**src/hdl/bkpp_pkg.sv**
```systemverilog
// ----------------------------------------------------------------------------
// bkpp_pkg
// shared constants, types and a decode helper for the key packet parser
// ----------------------------------------------------------------------------
package bkpp_pkg;

    // default number of routing payload bytes per packet
    localparam int ROUTING_BYTES_DEF = 5;

    // link framing bytes
    localparam logic [7:0] C_ESC_BYTE     = 8'h1B;
    localparam logic [7:0] C_INFO_ROUTING = 8'h22;
    localparam logic [7:0] C_INFO_BUTTONS = 8'h24;

    // front button masks
    localparam logic [7:0] C_BTN_UP    = 8'h01;
    localparam logic [7:0] C_BTN_ABOVE = 8'h02;
    localparam logic [7:0] C_BTN_BACK  = 8'h04;
    localparam logic [7:0] C_BTN_DOWN  = 8'h08;
    localparam logic [7:0] C_BTN_BELOW = 8'h10;
    localparam logic [7:0] C_BTN_FWD   = 8'h20;

    // event kinds
    localparam logic C_KIND_ROUTING = 1'b0;
    localparam logic C_KIND_BUTTON  = 1'b1;

    // command codes
    localparam logic [5:0] C_CMD_UP      = 6'd0;
    localparam logic [5:0] C_CMD_ABOVE   = 6'd1;
    localparam logic [5:0] C_CMD_BACK    = 6'd2;
    localparam logic [5:0] C_CMD_DOWN    = 6'd3;
    localparam logic [5:0] C_CMD_BELOW   = 6'd4;
    localparam logic [5:0] C_CMD_FWD     = 6'd5;
    localparam logic [5:0] C_CMD_UNKNOWN = 6'd6;

    typedef struct packed {
        logic       kind;
        logic [5:0] code;
    } t_result;

    // single released button to command, anything else is unknown
    function automatic logic [5:0] release_code(input logic [7:0] released);
        logic [5:0] code;
        case (released)
            C_BTN_UP:    code = C_CMD_UP;
            C_BTN_ABOVE: code = C_CMD_ABOVE;
            C_BTN_BACK:  code = C_CMD_BACK;
            C_BTN_DOWN:  code = C_CMD_DOWN;
            C_BTN_BELOW: code = C_CMD_BELOW;
            C_BTN_FWD:   code = C_CMD_FWD;
            default:     code = C_CMD_UNKNOWN;
        endcase
        return code;
    endfunction

endpackage

```
**src/hdl/braille_key_packet_parser_unit.sv**
```systemverilog
// ----------------------------------------------------------------------------
// braille_key_packet_parser_unit
// key packet parser for received bytes of a braille display link
// ----------------------------------------------------------------------------
// usage:
//  - slave stream carries one received byte per transaction in tdata and a
//    timeout flag in tuser; a set timeout flag abandons the packet in flight
//  - master stream carries one key event per transaction: tuser is the
//    event kind (routing key or front button), tdata the key code
//  - packets are escape, infotype, then payload; routing packets report the
//    lowest newly pressed cursor key, button packets report a released key
//  - one byte is taken every cycle while the queue tail is free; the parser state
//    registers and the encoder in front of them settle each byte in the cycle
//    it is accepted; the event that a byte raises is registered into the queue
//    and appears on the master side once it reaches the queue head
//  - a two-entry output queue sits between the sides: bytes keep flowing
//    while one event waits, tready drops only when both entries are full
//  - reset clears the parser to hunting for escape, empties the queue and
//    zeroes the held routing and button state
// ----------------------------------------------------------------------------
module braille_key_packet_parser_unit #(
    parameter int ROUTING_BYTES = bkpp_pkg::ROUTING_BYTES_DEF
) (
    input  logic       i_clk,
    input  logic       i_rst_n,
    // slave stream
    input  logic       i_s_axis_tvalid,
    output logic       o_s_axis_tready,
    input  logic [7:0] i_s_axis_tdata,   // [7:0] rx_byte
    input  logic       i_s_axis_tuser,   // [0] timed_out
    // master stream
    output logic       o_m_axis_tvalid,
    input  logic       i_m_axis_tready,
    output logic [7:0] o_m_axis_tdata,   // [5:0] key_id, [7:6] zero
    output logic       o_m_axis_tuser    // [0] event_kind
);

    import bkpp_pkg::*;

    localparam int IDX_W  = (ROUTING_BYTES > 1) ? $clog2(ROUTING_BYTES) : 1;
    localparam int NBITS  = ROUTING_BYTES * 8;
    localparam int KEY_W  = $clog2(NBITS);

    typedef enum logic [1:0] {
        PH_HUNT,
        PH_INFO,
        PH_ROUTE,
        PH_BUTTON
    } t_phase;

    // parser state
    t_phase             r_phase, n_phase;
    logic [IDX_W-1:0]   r_byte_index, n_byte_index;
    logic               r_esc_pending, n_esc_pending;
    logic [7:0]         r_incoming [ROUTING_BYTES];
    logic [7:0]         n_incoming [ROUTING_BYTES];
    logic [7:0]         r_routing_held [ROUTING_BYTES];
    logic [7:0]         n_routing_held [ROUTING_BYTES];
    logic [7:0]         r_buttons_held, n_buttons_held;

    // output queue, entry 0 is the head
    logic               r_v0, n_v0, r_v1, n_v1;
    t_result            r_d0, n_d0, r_d1, n_d1;

    logic               in_acc;
    logic               out_pop;
    logic               res_valid;
    t_result            res;
    logic [NBITS-1:0]   fresh;
    logic               found;
    logic [KEY_W-1:0]   found_idx;
    logic [7:0]         rx;
    logic [7:0]         released;

    assign rx      = i_s_axis_tdata;
    assign in_acc  = i_s_axis_tvalid && o_s_axis_tready;
    assign out_pop = r_v0 && i_m_axis_tready;

    assign o_s_axis_tready = !r_v1;
    assign o_m_axis_tvalid = r_v0;
    assign o_m_axis_tdata  = {2'b00, r_d0.code};
    assign o_m_axis_tuser  = r_d0.kind;

    assign released = r_buttons_held & ~rx;

    // new routing bits with the final byte in its slot, masked by held keys
    always_comb begin
        for (int i = 0; i < ROUTING_BYTES; i++) begin
            if (IDX_W'(i) == r_byte_index) begin
                fresh[i*8 +: 8] = rx & ~r_routing_held[i];
            end else begin
                fresh[i*8 +: 8] = r_incoming[i] & ~r_routing_held[i];
            end
        end
    end

    // lowest set bit wins
    always_comb begin
        found     = 1'b0;
        found_idx = '0;
        for (int k = NBITS - 1; k >= 0; k--) begin
            if (fresh[k]) begin
                found     = 1'b1;
                found_idx = KEY_W'(k);
            end
        end
    end

    // parser next state
    always_comb begin
        n_phase        = r_phase;
        n_byte_index   = r_byte_index;
        n_esc_pending  = r_esc_pending;
        n_incoming     = r_incoming;
        n_routing_held = r_routing_held;
        n_buttons_held = r_buttons_held;
        res_valid      = 1'b0;
        res.kind       = C_KIND_ROUTING;
        res.code       = 6'(found_idx);

        if (in_acc) begin
            if (i_s_axis_tuser) begin
                n_phase       = PH_HUNT;
                n_byte_index  = '0;
                n_esc_pending = 1'b0;
            end else begin
                case (r_phase)
                    PH_HUNT: begin
                        if (rx == C_ESC_BYTE) begin
                            n_phase = PH_INFO;
                        end
                    end
                    PH_INFO: begin
                        n_byte_index  = '0;
                        n_esc_pending = 1'b0;
                        if (rx == C_INFO_ROUTING) begin
                            n_phase = PH_ROUTE;
                        end else if (rx == C_INFO_BUTTONS) begin
                            n_phase = PH_BUTTON;
                        end else begin
                            n_phase = PH_HUNT;
                        end
                    end
                    PH_ROUTE: begin
                        if (rx == C_ESC_BYTE && !r_esc_pending) begin
                            // stuffing escape, dropped
                            n_esc_pending = 1'b1;
                        end else begin
                            // a stuffed escape clears the flag, other data keeps it
                            if (rx == C_ESC_BYTE) begin
                                n_esc_pending = 1'b0;
                            end
                            n_incoming[r_byte_index] = rx;
                            if (r_byte_index == IDX_W'(ROUTING_BYTES - 1)) begin
                                for (int i = 0; i < ROUTING_BYTES; i++) begin
                                    n_routing_held[i] = n_incoming[i];
                                end
                                n_phase       = PH_HUNT;
                                n_byte_index  = '0;
                                n_esc_pending = 1'b0;
                                res_valid     = found;
                            end else begin
                                n_byte_index = r_byte_index + 1'b1;
                            end
                        end
                    end
                    PH_BUTTON: begin
                        if (rx == C_ESC_BYTE && !r_esc_pending) begin
                            n_esc_pending = 1'b1;
                        end else begin
                            n_phase       = PH_HUNT;
                            n_esc_pending = 1'b0;
                            if (rx != r_buttons_held) begin
                                n_buttons_held = rx;
                                res.kind       = C_KIND_BUTTON;
                                res.code       = release_code(released);
                                res_valid      = (released != 8'h00);
                            end
                        end
                    end
                    default: begin
                        n_phase = PH_HUNT;
                    end
                endcase
            end
        end
    end

    // output queue: pop shifts the tail forward, push fills the first free entry
    always_comb begin
        n_v0 = r_v0;
        n_v1 = r_v1;
        n_d0 = r_d0;
        n_d1 = r_d1;
        if (out_pop) begin
            n_v0 = r_v1;
            n_d0 = r_d1;
            n_v1 = 1'b0;
        end
        if (res_valid) begin
            if (!n_v0) begin
                n_v0 = 1'b1;
                n_d0 = res;
            end else begin
                n_v1 = 1'b1;
                n_d1 = res;
            end
        end
    end

    always_ff @(posedge i_clk) begin
        if (!i_rst_n) begin
            r_phase        <= PH_HUNT;
            r_byte_index   <= '0;
            r_esc_pending  <= 1'b0;
            r_buttons_held <= '0;
            for (int i = 0; i < ROUTING_BYTES; i++) begin
                r_routing_held[i] <= '0;
            end
            r_v0           <= 1'b0;
            r_v1           <= 1'b0;
        end else begin
            r_phase        <= n_phase;
            r_byte_index   <= n_byte_index;
            r_esc_pending  <= n_esc_pending;
            r_buttons_held <= n_buttons_held;
            r_routing_held <= n_routing_held;
            r_v0           <= n_v0;
            r_v1           <= n_v1;
        end
        // payload, no reset
        r_incoming <= n_incoming;
        r_d0       <= n_d0;
        r_d1       <= n_d1;
    end

    // assertions

    // tail entry is only ever used behind a full head
    a_queue_order: assert property (@(posedge i_clk) disable iff (!i_rst_n)
        r_v1 |-> r_v0)
        else $error("output queue tail valid without head");

    // routing byte counter only runs inside a routing payload
    a_index_idle: assert property (@(posedge i_clk) disable iff (!i_rst_n)
        (r_phase != PH_ROUTE) |-> (r_byte_index == '0))
        else $error("byte index nonzero outside routing payload");

    // timeout drops the packet in flight
    a_timeout: assert property (@(posedge i_clk) disable iff (!i_rst_n)
        (in_acc && i_s_axis_tuser) |=> (r_phase == PH_HUNT && !r_esc_pending))
        else $error("timeout did not return parser to hunting");

    // escape while hunting opens a packet
    a_hunt_escape: assert property (@(posedge i_clk) disable iff (!i_rst_n)
        (in_acc && !i_s_axis_tuser && r_phase == PH_HUNT && rx == C_ESC_BYTE)
        |=> (r_phase == PH_INFO))
        else $error("escape while hunting did not move to infotype");

endmodule

```
**config.mk**
```make
export PLATFORM = sky130hd
export DESIGN_NAME = braille_key_packet_parser_unit
export DESIGN_NICKNAME = d
export VERILOG_FILES = /design/src/hdl/bkpp_pkg.sv /design/src/hdl/braille_key_packet_parser_unit.sv
export SDC_FILE = /design/constraint.sdc
export NUM_CORES = 1
export LEC_CHECK = 0
export ABC_AREA = 1
export ABC_CLOCK_PERIOD_IN_PS = 3980
export CORE_UTILIZATION = 35
export CTS_BUF_LIST = sky130_fd_sc_hd__clkbuf_8
export CTS_CLUSTER_SIZE = 14
export DETAILED_ROUTE_END_ITERATION = 7
export DONT_BUFFER_PORTS = 1
export SLEW_MARGIN = 40
export SYNTH_ARGS = -nofsm -noshare
export SYNTH_HDL_FRONTEND = slang
export SYNTH_SLANG_ARGS = --single-unit
```
**constraint.sdc**
```tcl
create_clock -name i_clk -period 3.98 [get_ports i_clk]
set_input_delay 0.597 -clock i_clk [delete_from_list [all_inputs] [get_ports i_clk]]
set_output_delay 0.597 -clock i_clk [all_outputs]
set_load 0.02 [all_outputs]
```
==> reports/results.ini, run 1 <==
[hold_path]
min_path_cells = 2
hold_path_class = in2reg

[sta]
fin_crit_sh_pct = 84.91
timing.hold.ws_ps = 329.3
rsz0062_at_grt = false
max_slew_margin_pct = 49.07
finalSetupViolCount = 0
tns_ps = 0
min_period_ps = 3379
max_clock_freq_ghz = 0.2959
fin_ws_ps = 600.6
hold_violations = 0
worstMarginPinSlew_ps = 761.1
skew_ps = 12.46
maxSlewViolCount = 0

[layout]
diodes = 0
utilization_pct = 38.46
syn_to_final_growth_pct = 7.083
drive_gt1_share_pct = 8.852
stdcell_count = 939
finalNetCount = 744

[routing]
vias = 4695
viasPerCell = 5.000
postRouteAntennaNets = 0
wl_per_cell_um = 14.71
firstDrtPassIters = 5
drt_iter0_drc = 290
remaining_drc_errors = 0
wl_mm = 13.81

[floorplanning]
rows = 46
core_um2 = 15890
dieHeight_um = 129.7
die-area_um2 = 16820
start_util_pct = 35.92
die_w_um = 129.7
io_pins = 24

[setup_path]
cp-start-kind = flip-flop
critical_path_class = reg2reg
crit_arrival_ps = 3680
reg2regPathDepth = 15
crit_required_ps = 4280
worst-path-max-fanout = 16
cp-end-kind = flip-flop

[place]
port_buffers = 0
gp_congestion = 0.8239
dp_cells = 923
hpwl_mm = 9.335
pre_cts_ws_ps = 355.8

[synth]
synthDistinctLibCells = 39
async_flop_share_pct = 0
syn_area_um2 = 5705
ys.flop_type = dfxtp_1
yosysWarnings = 0
yosys.area.top_type_share_pct = 24.74
ys_ff_latch = 110
ys_seq_area_share_pct = 46.84
post-synth-top-area-cell = edfxtp_1
synth_edf_count = 47
synth.avg_cell_area_um2 = 7.784
yosys-top-cells-area = edfxtp_1 (25%), dfxtp_1 (22%), nand2_1 (12%)
synth_cells = 733

[power_and_ir_drop]
pwr-share-comb_pct = 10.7
clkPwrFrac_pct = 31.0
power.internal_mw = 1.474
seqPwrFrac_pct = 58.4
p_sw_mw = 0.5597
power_leakage_nw = 2.336
ir_worst_vdd_v = 0.0002664
powerDensity_nw_per_um2 = 332.8
sw_frac_of_total_pct = 27.52

[job]
maxCapViolations = 0

[grt]
grt_pass1_vias = 4308
grtUsageTotal_pct = 17.54
grt_max_degree = 56
antenna_found_initial = 0
grt_pass1_wl_mm = 22.38
grt_remaining_overflow = 0

[clock_network]
clock_sinks = 110
cts_buffer_depth = 2
htree_levels = 3
clk_pin_slew_ps = 110
cts_tree = done
cts_root_buffer = clkbuf_8
clk_latency_ps = 390
numCtsBuffers = 9
post_cts_buffers = 0

[run_status]
status = completed

[kinds of logic after synthesis]
family	count (synthesis)	share of synthesized area [%]
AO/OA/AOI/OAI	208	21.45
multiplexers	5	0.8772
flip-flops	110	46.84
other	1	0.06573
buffers and inverters	108	7.434
adder cells (fa/ha/maj)	13	2.851
AND/OR/NAND/NOR	288	20.48
[final timing paths]
kind                                      endpoint  slack, ps                from
worst max-delay path             o_m_axis_tdata[0]        600     r_byte_index[2]
worst min-delay path            r_routing_held[34]        330             i_rst_n
worst max register to register   o_m_axis_tdata[0]        600     r_byte_index[2]
worst min register to register  r_routing_held[22]        460  r_routing_held[22]
[metal layers]
layer | part of all wire [%] | GRT usage (%) | wire length [µm]
met1 | 48 | 23.17 | 6619
met4 | 1.9 | 5.746 | 256
met2 | 45 | 27.52 | 6250
met5 | 0 | 0 | 0
met3 | 5.0 | 4.996 | 688
[Yosys cell counts, types with 2 or more instances]
cell      count
nand4_1       2
a31oi_1       4
edfxtp_1     47
clkinv_1      2
ha_1         13
o21ai_2       2
o31ai_1       2
nor4_1        5
nand2_2       3
o211ai_1     14
nand2_1     186
nor3_1       11
o211ai_2     12
o21ai_1      14
buf_2         5
nor2_1       51
a211oi_1      2
dfxtp_1      63
nand3_1      26
o21ai_0      81
inv_1        57
mux2i_1       5
a21oi_1      70
clkbuf_1     29
buf_4         3
inv_2        11
[cell usage in the layout (no fill, tap or decap), types with 4 or more instances in the layout]
cell / count
nand2_1: 185
o21ai_0: 81
a21oi_1: 70
dfxtp_1: 61
inv_1: 57
nor2_1: 51
edfxtp_1: 47
nand3_1: 26
o21ai_1: 14
o211ai_1: 14
inv_2: 12
o211ai_2: 12
ha_1: 12
nor3_1: 10
clkbuf_8: 9
buf_4: 9
nor4_1: 5
mux2i_1: 5
a31oi_1: 4
nand2_2: 4
[critical path: stages (launching register included)]
cell	delay, ps
dfxtp_1	480
inv_2	110
ha_1	410
a21oi_1	240
o21ai_0	140
nand2_1	130
nor2_1	70
nand2_1	130
nor2_1	90
nand3_1	100
a32o_1	160
nand3_1	130
nor2_1	620
clkinv_1	240
o211ai_1	160
nand2_2	60
[state kept, by name, indices dropped and copies added, names as in the netlist]
name,count
r_buttons_held,8
o_m_axis_tuser,1
r_byte_index,3
r_v1,1
r_d1,7
r_routing_held,40
o_m_axis_tvalid,1
r_incoming,40
r_phase,2
o_m_axis_tdata,6
r_esc_pending,1
[what timing repair did]
action                                  4_1_cts  5_1_grt
hold buffers                                  0        0
hold endpoints to repair                      0        0
endpoints found under the setup margin        0        2
resized for setup                             0        6
[power groups by stage]
stage	clock network [mW]	logic [mW]	registers (mW)
2_1_floorplan	0	0.167	1.21
3_5_place_dp	0	0.214	1.21
4_1_cts	0.653	0.214	1.19
5_1_grt	0.691	0.250	1.19
6_report	0.629	0.217	1.19
3_3_place_gp	0	0.212	1.21
[layout make-up]
| cell class | count | area, µm² |
|---|---|---|
| Multi-Input combinational cell | 516 | 2633 |
| Inverter | 71 | 271.5 |
| Clock buffer | 9 | 123.9 |
| Fill cell | 1703 | 9776 |
| Clock inverter | 7 | 48.80 |
| Sequential cell | 110 | 2675 |
| Timing Repair Buffer | 10 | 87.58 |
| Tap cell | 216 | 270.3 |
[per-stage QoR]
step                      area (µm²)  total power, mW
after floorplan                 5709            1.378
after global placement          5918            1.424
after detailed placement        5918            1.426
after CTS                       6091            2.054
after global routing            6110            2.129
final                           6110            2.033
Power figures use the tool's default switching activity.
==> inputs of run 2 (changes only) <==
- ABC_CLOCK_PERIOD_IN_PS: 3980 -> 3000
- clock period: 3.98 -> 3 ns (I/O delays scaled with it)
==> run 2 against run 1 <==
  * The run now ends with setup timing left
  * Core utilization grew 2.7 points
  * Worst setup slack got worse by 820 ps
  * Routed wire length rose by 1.6%
  * Highest routed layer unchanged
  * First-iteration DRC count is 13% higher
  * Worst hold slack worse by 150 ps
  * Clock power increased by 61%
  * Critical endpoint is now r_d1[0]
==> reports/results.ini, run 2 (synthesis gave the netlist of run 1 again) <==
[grt]
grt_pass1_vias = 4228  ; -1.9%
grt_max_degree = 56  ; unchanged
grt_pass1_wl_mm = 22.45  ; +0.31%
grt_remaining_overflow = 0  ; unchanged
grtUsageTotal_pct = 17.65  ; +0.11 points
antenna_found_initial = 0  ; unchanged

[layout]
layout_common_cells = nand2_1 (181), o21ai_0 (78), a21oi_1 (69), dfxtp_1 (60), inv_1 (55)
drive_gt1_share_pct = 15.78  ; +6.9 points
finalNetCount = 775  ; +4.2%
layout_commonest_cell = nand2_1
stdcell_area_um2 = 6534  ; +6.9%
multi_input_area_um2 = 2745  ; +4.3%
nFillCells = 1667  ; -2.1%
seq_area_um2 = 2676  ; about the same
reg_top3 = r_incoming: 40 flops, r_routing_held: 40 flops, r_buttons_held: 8 flops
syn_to_final_growth_pct = 14.52
diodes = 0  ; unchanged

[clock_network]
clk_latency_ps = 400  ; about the same
clock_sinks = 110  ; unchanged
cts_buffer_depth = 2  ; unchanged
cts_root_buffer = clkbuf_8
clk_pin_slew_ps = 110  ; about the same
htree_levels = 3  ; unchanged
cts_hold_buf = 0  ; unchanged
numCtsBuffers = 9  ; unchanged
cts_tree = done

[setup_path]
critical_path_class = reg2reg
cp-start-kind = flip-flop
slowest_stage = dfxtp_2
crit_arrival_ps = 3380  ; -300 ps
r2r_end = r_d1[0]
cpMostUsedCell = nand2_1
reg2regPathDepth = 44  ; +29
cp-end-kind = flip-flop
crit-reg2reg-launch = r_byte_index[0]
worst-path-max-fanout = 7  ; -9
crit_required_ps = 3160  ; -1120 ps
reg2reg_slack_ps = -210  ; -820 ps
max_stage_delay_ps = 350  ; -270 ps

[hold_path]
hold_path_class = in2reg
min_path_cells = 2  ; unchanged
min_to = r_byte_index[2]
hold_path.startpoint = i_rst_n

[place]
hpwl_mm = 9.552  ; +2.3%
port_buffers = 0  ; unchanged
postPlaceCellArea_um2 = 6140  ; +3.7%
gp_congestion = 0.8526  ; +3.5%

[sta]
tns_ps = -425.2  ; -425.2 ps
fin_crit_sh_pct = 107.2  ; +22 points
rsz0062_at_grt = true
min_period_ps = 3215  ; -164.4 ps
max_clock_freq_ghz = 0.3110  ; +5.1%
worstMarginPinSlew_ps = 698.3  ; -62.76 ps
max_slew_margin_pct = 53.39  ; +4.3 points
fin_ws_ps = -215.0  ; -815.6 ps
skew_ps = 20.03  ; +7.569 ps
hold_violations = 0  ; unchanged
finalSetupViolCount = 2  ; +2
maxSlewViolCount = 0  ; unchanged

[power_and_ir_drop]
p_sw_mw = 0.7629  ; +36%
power.internal_mw = 2.158  ; +46%
pwr-share-comb_pct = 11.5  ; +0.8 points
sw_frac_of_total_pct = 26.12  ; -1.4 points
powerDensity_nw_per_um2 = 447.0  ; +34%
power_leakage_nw = 2.531  ; +8.3%
seqPwrFrac_pct = 53.9  ; -4.5 points
ir_worst_vdd_v = 0.0003689  ; +39%
clkPwrFrac_pct = 34.6  ; +3.6 points

[routing]
wl_per_cell_um = 14.47  ; -1.6%
viasPerCell = 4.942  ; -1.2%
vias = 4794  ; +2.1%
postRouteAntennaNets = 0  ; unchanged
drt_iter0_drc = 328  ; +13%
firstDrtPassIters = 5  ; unchanged
wl_mm = 14.04  ; +1.6%
remaining_drc_errors = 0  ; unchanged

[floorplanning]
rows = 46  ; unchanged
die-area_um2 = 16820  ; unchanged
dieHeight_um = 129.7  ; unchanged
io_pins = 24  ; unchanged
die_w_um = 129.7  ; unchanged
start_util_pct = 35.92  ; unchanged
core_um2 = 15890  ; unchanged

[run_status]
status = complete, but fails checks
violations = setup timing

[job]
maxCapViolations = 0  ; unchanged

==> run 2: cell count changes in the layout (fill, tap and decap cells not counted), moves of 3 or more <==
cell      previous run  this run
buf_4                9        37
o21ai_0             81        78
nor2_4               0         3
nor2_2               0         6
o21ai_2              2         5
nand2_1            185       181
nand2_2              4         8
inv_4                0         3
nor2_1              51        42
clkinv_4             0         3
==> run 2: layout make-up <==
type,instances,share of cell area [%]
Inverter,71,4.232
Sequential cell,110,40.96
Multi-Input combinational cell,516,42.01
Tap cell,216,4.136
Timing Repair inverter,1,0.09575
Clock buffer,9,1.896
Clock inverter,7,1.494
Timing Repair Buffer,40,5.170
==> run 2: worst max-delay path by stage <==
stage | cells after the start | to | slack [ps] | startpoint
after CTS | 44 | r_d1[0] | -210 | r_byte_index[1]
after global routing | 46 | r_d1[0] | -690 | r_byte_index[0]
after floorplan | 44 | r_d1[0] | 5 | r_byte_index[1]
after global placement | 44 | r_d1[0] | -240 | r_byte_index[0]
final | 44 | r_d1[0] | -210 | r_byte_index[0]
after detailed placement | 44 | r_d1[0] | -250 | r_byte_index[0]
==> run 2: critical path: cells and delay by family (launching register included) <==
family | cells | cell delay [ps]
AO/OA/AOI/OAI | 2 | 200
adder cells (fa/ha/maj) | 1 | 180
AND/OR/NAND/NOR | 39 | 2120
buffers and inverters | 2 | 130
flip-flops | 1 | 350
==> run 2: power by group through the flow <==
stage               combinational, mW  sequential (mW)  clock, mW
finish                          0.336             1.57       1.01
global route                    0.380             1.58       1.10
CTS                             0.326             1.57       1.04
detailed placement              0.315             1.61          0
global placement                0.312             1.61          0
floorplan                       0.223             1.61          0
==> run 2: repair_timing <==
action,CTS,global route
buffers inserted,2,3
pin swaps,1,11
gates resized for setup,9,33
endpoints found under the setup margin,15,17
cloned,1,0
==> run 2: stage by stage <==
step | hold slack (ps) | setup slack, ps | std cells | util (%) | total power, mW
after CTS | 153.9 | -214.4 | 967 | 40.37 | 2.936
after detailed placement | 445.4 | -250.0 | 948 | 38.65 | 1.922
after global routing | 155.8 | -694.9 | 970 | 41.13 | 3.056
after floorplan | 429.6 | 4.664 | 734 | - | 1.830
after global placement | 442.4 | -235.7 | 948 | 38.65 | 1.919
final | 179.0 | -215.0 | 970 | 41.13 | 2.921
==> run 2: routing by layer <==
metal  part of all wire (%)  up-vias  wire length [µm]  GRT usage [%]
li1                       -     2510                 -              -
met1                     49     2182              6823          23.71
met5                      0        -                 0              0
met3                    4.8       20               677          5.202
met4                    1.8        0               250          4.993
met2                     45       82              6288          27.46
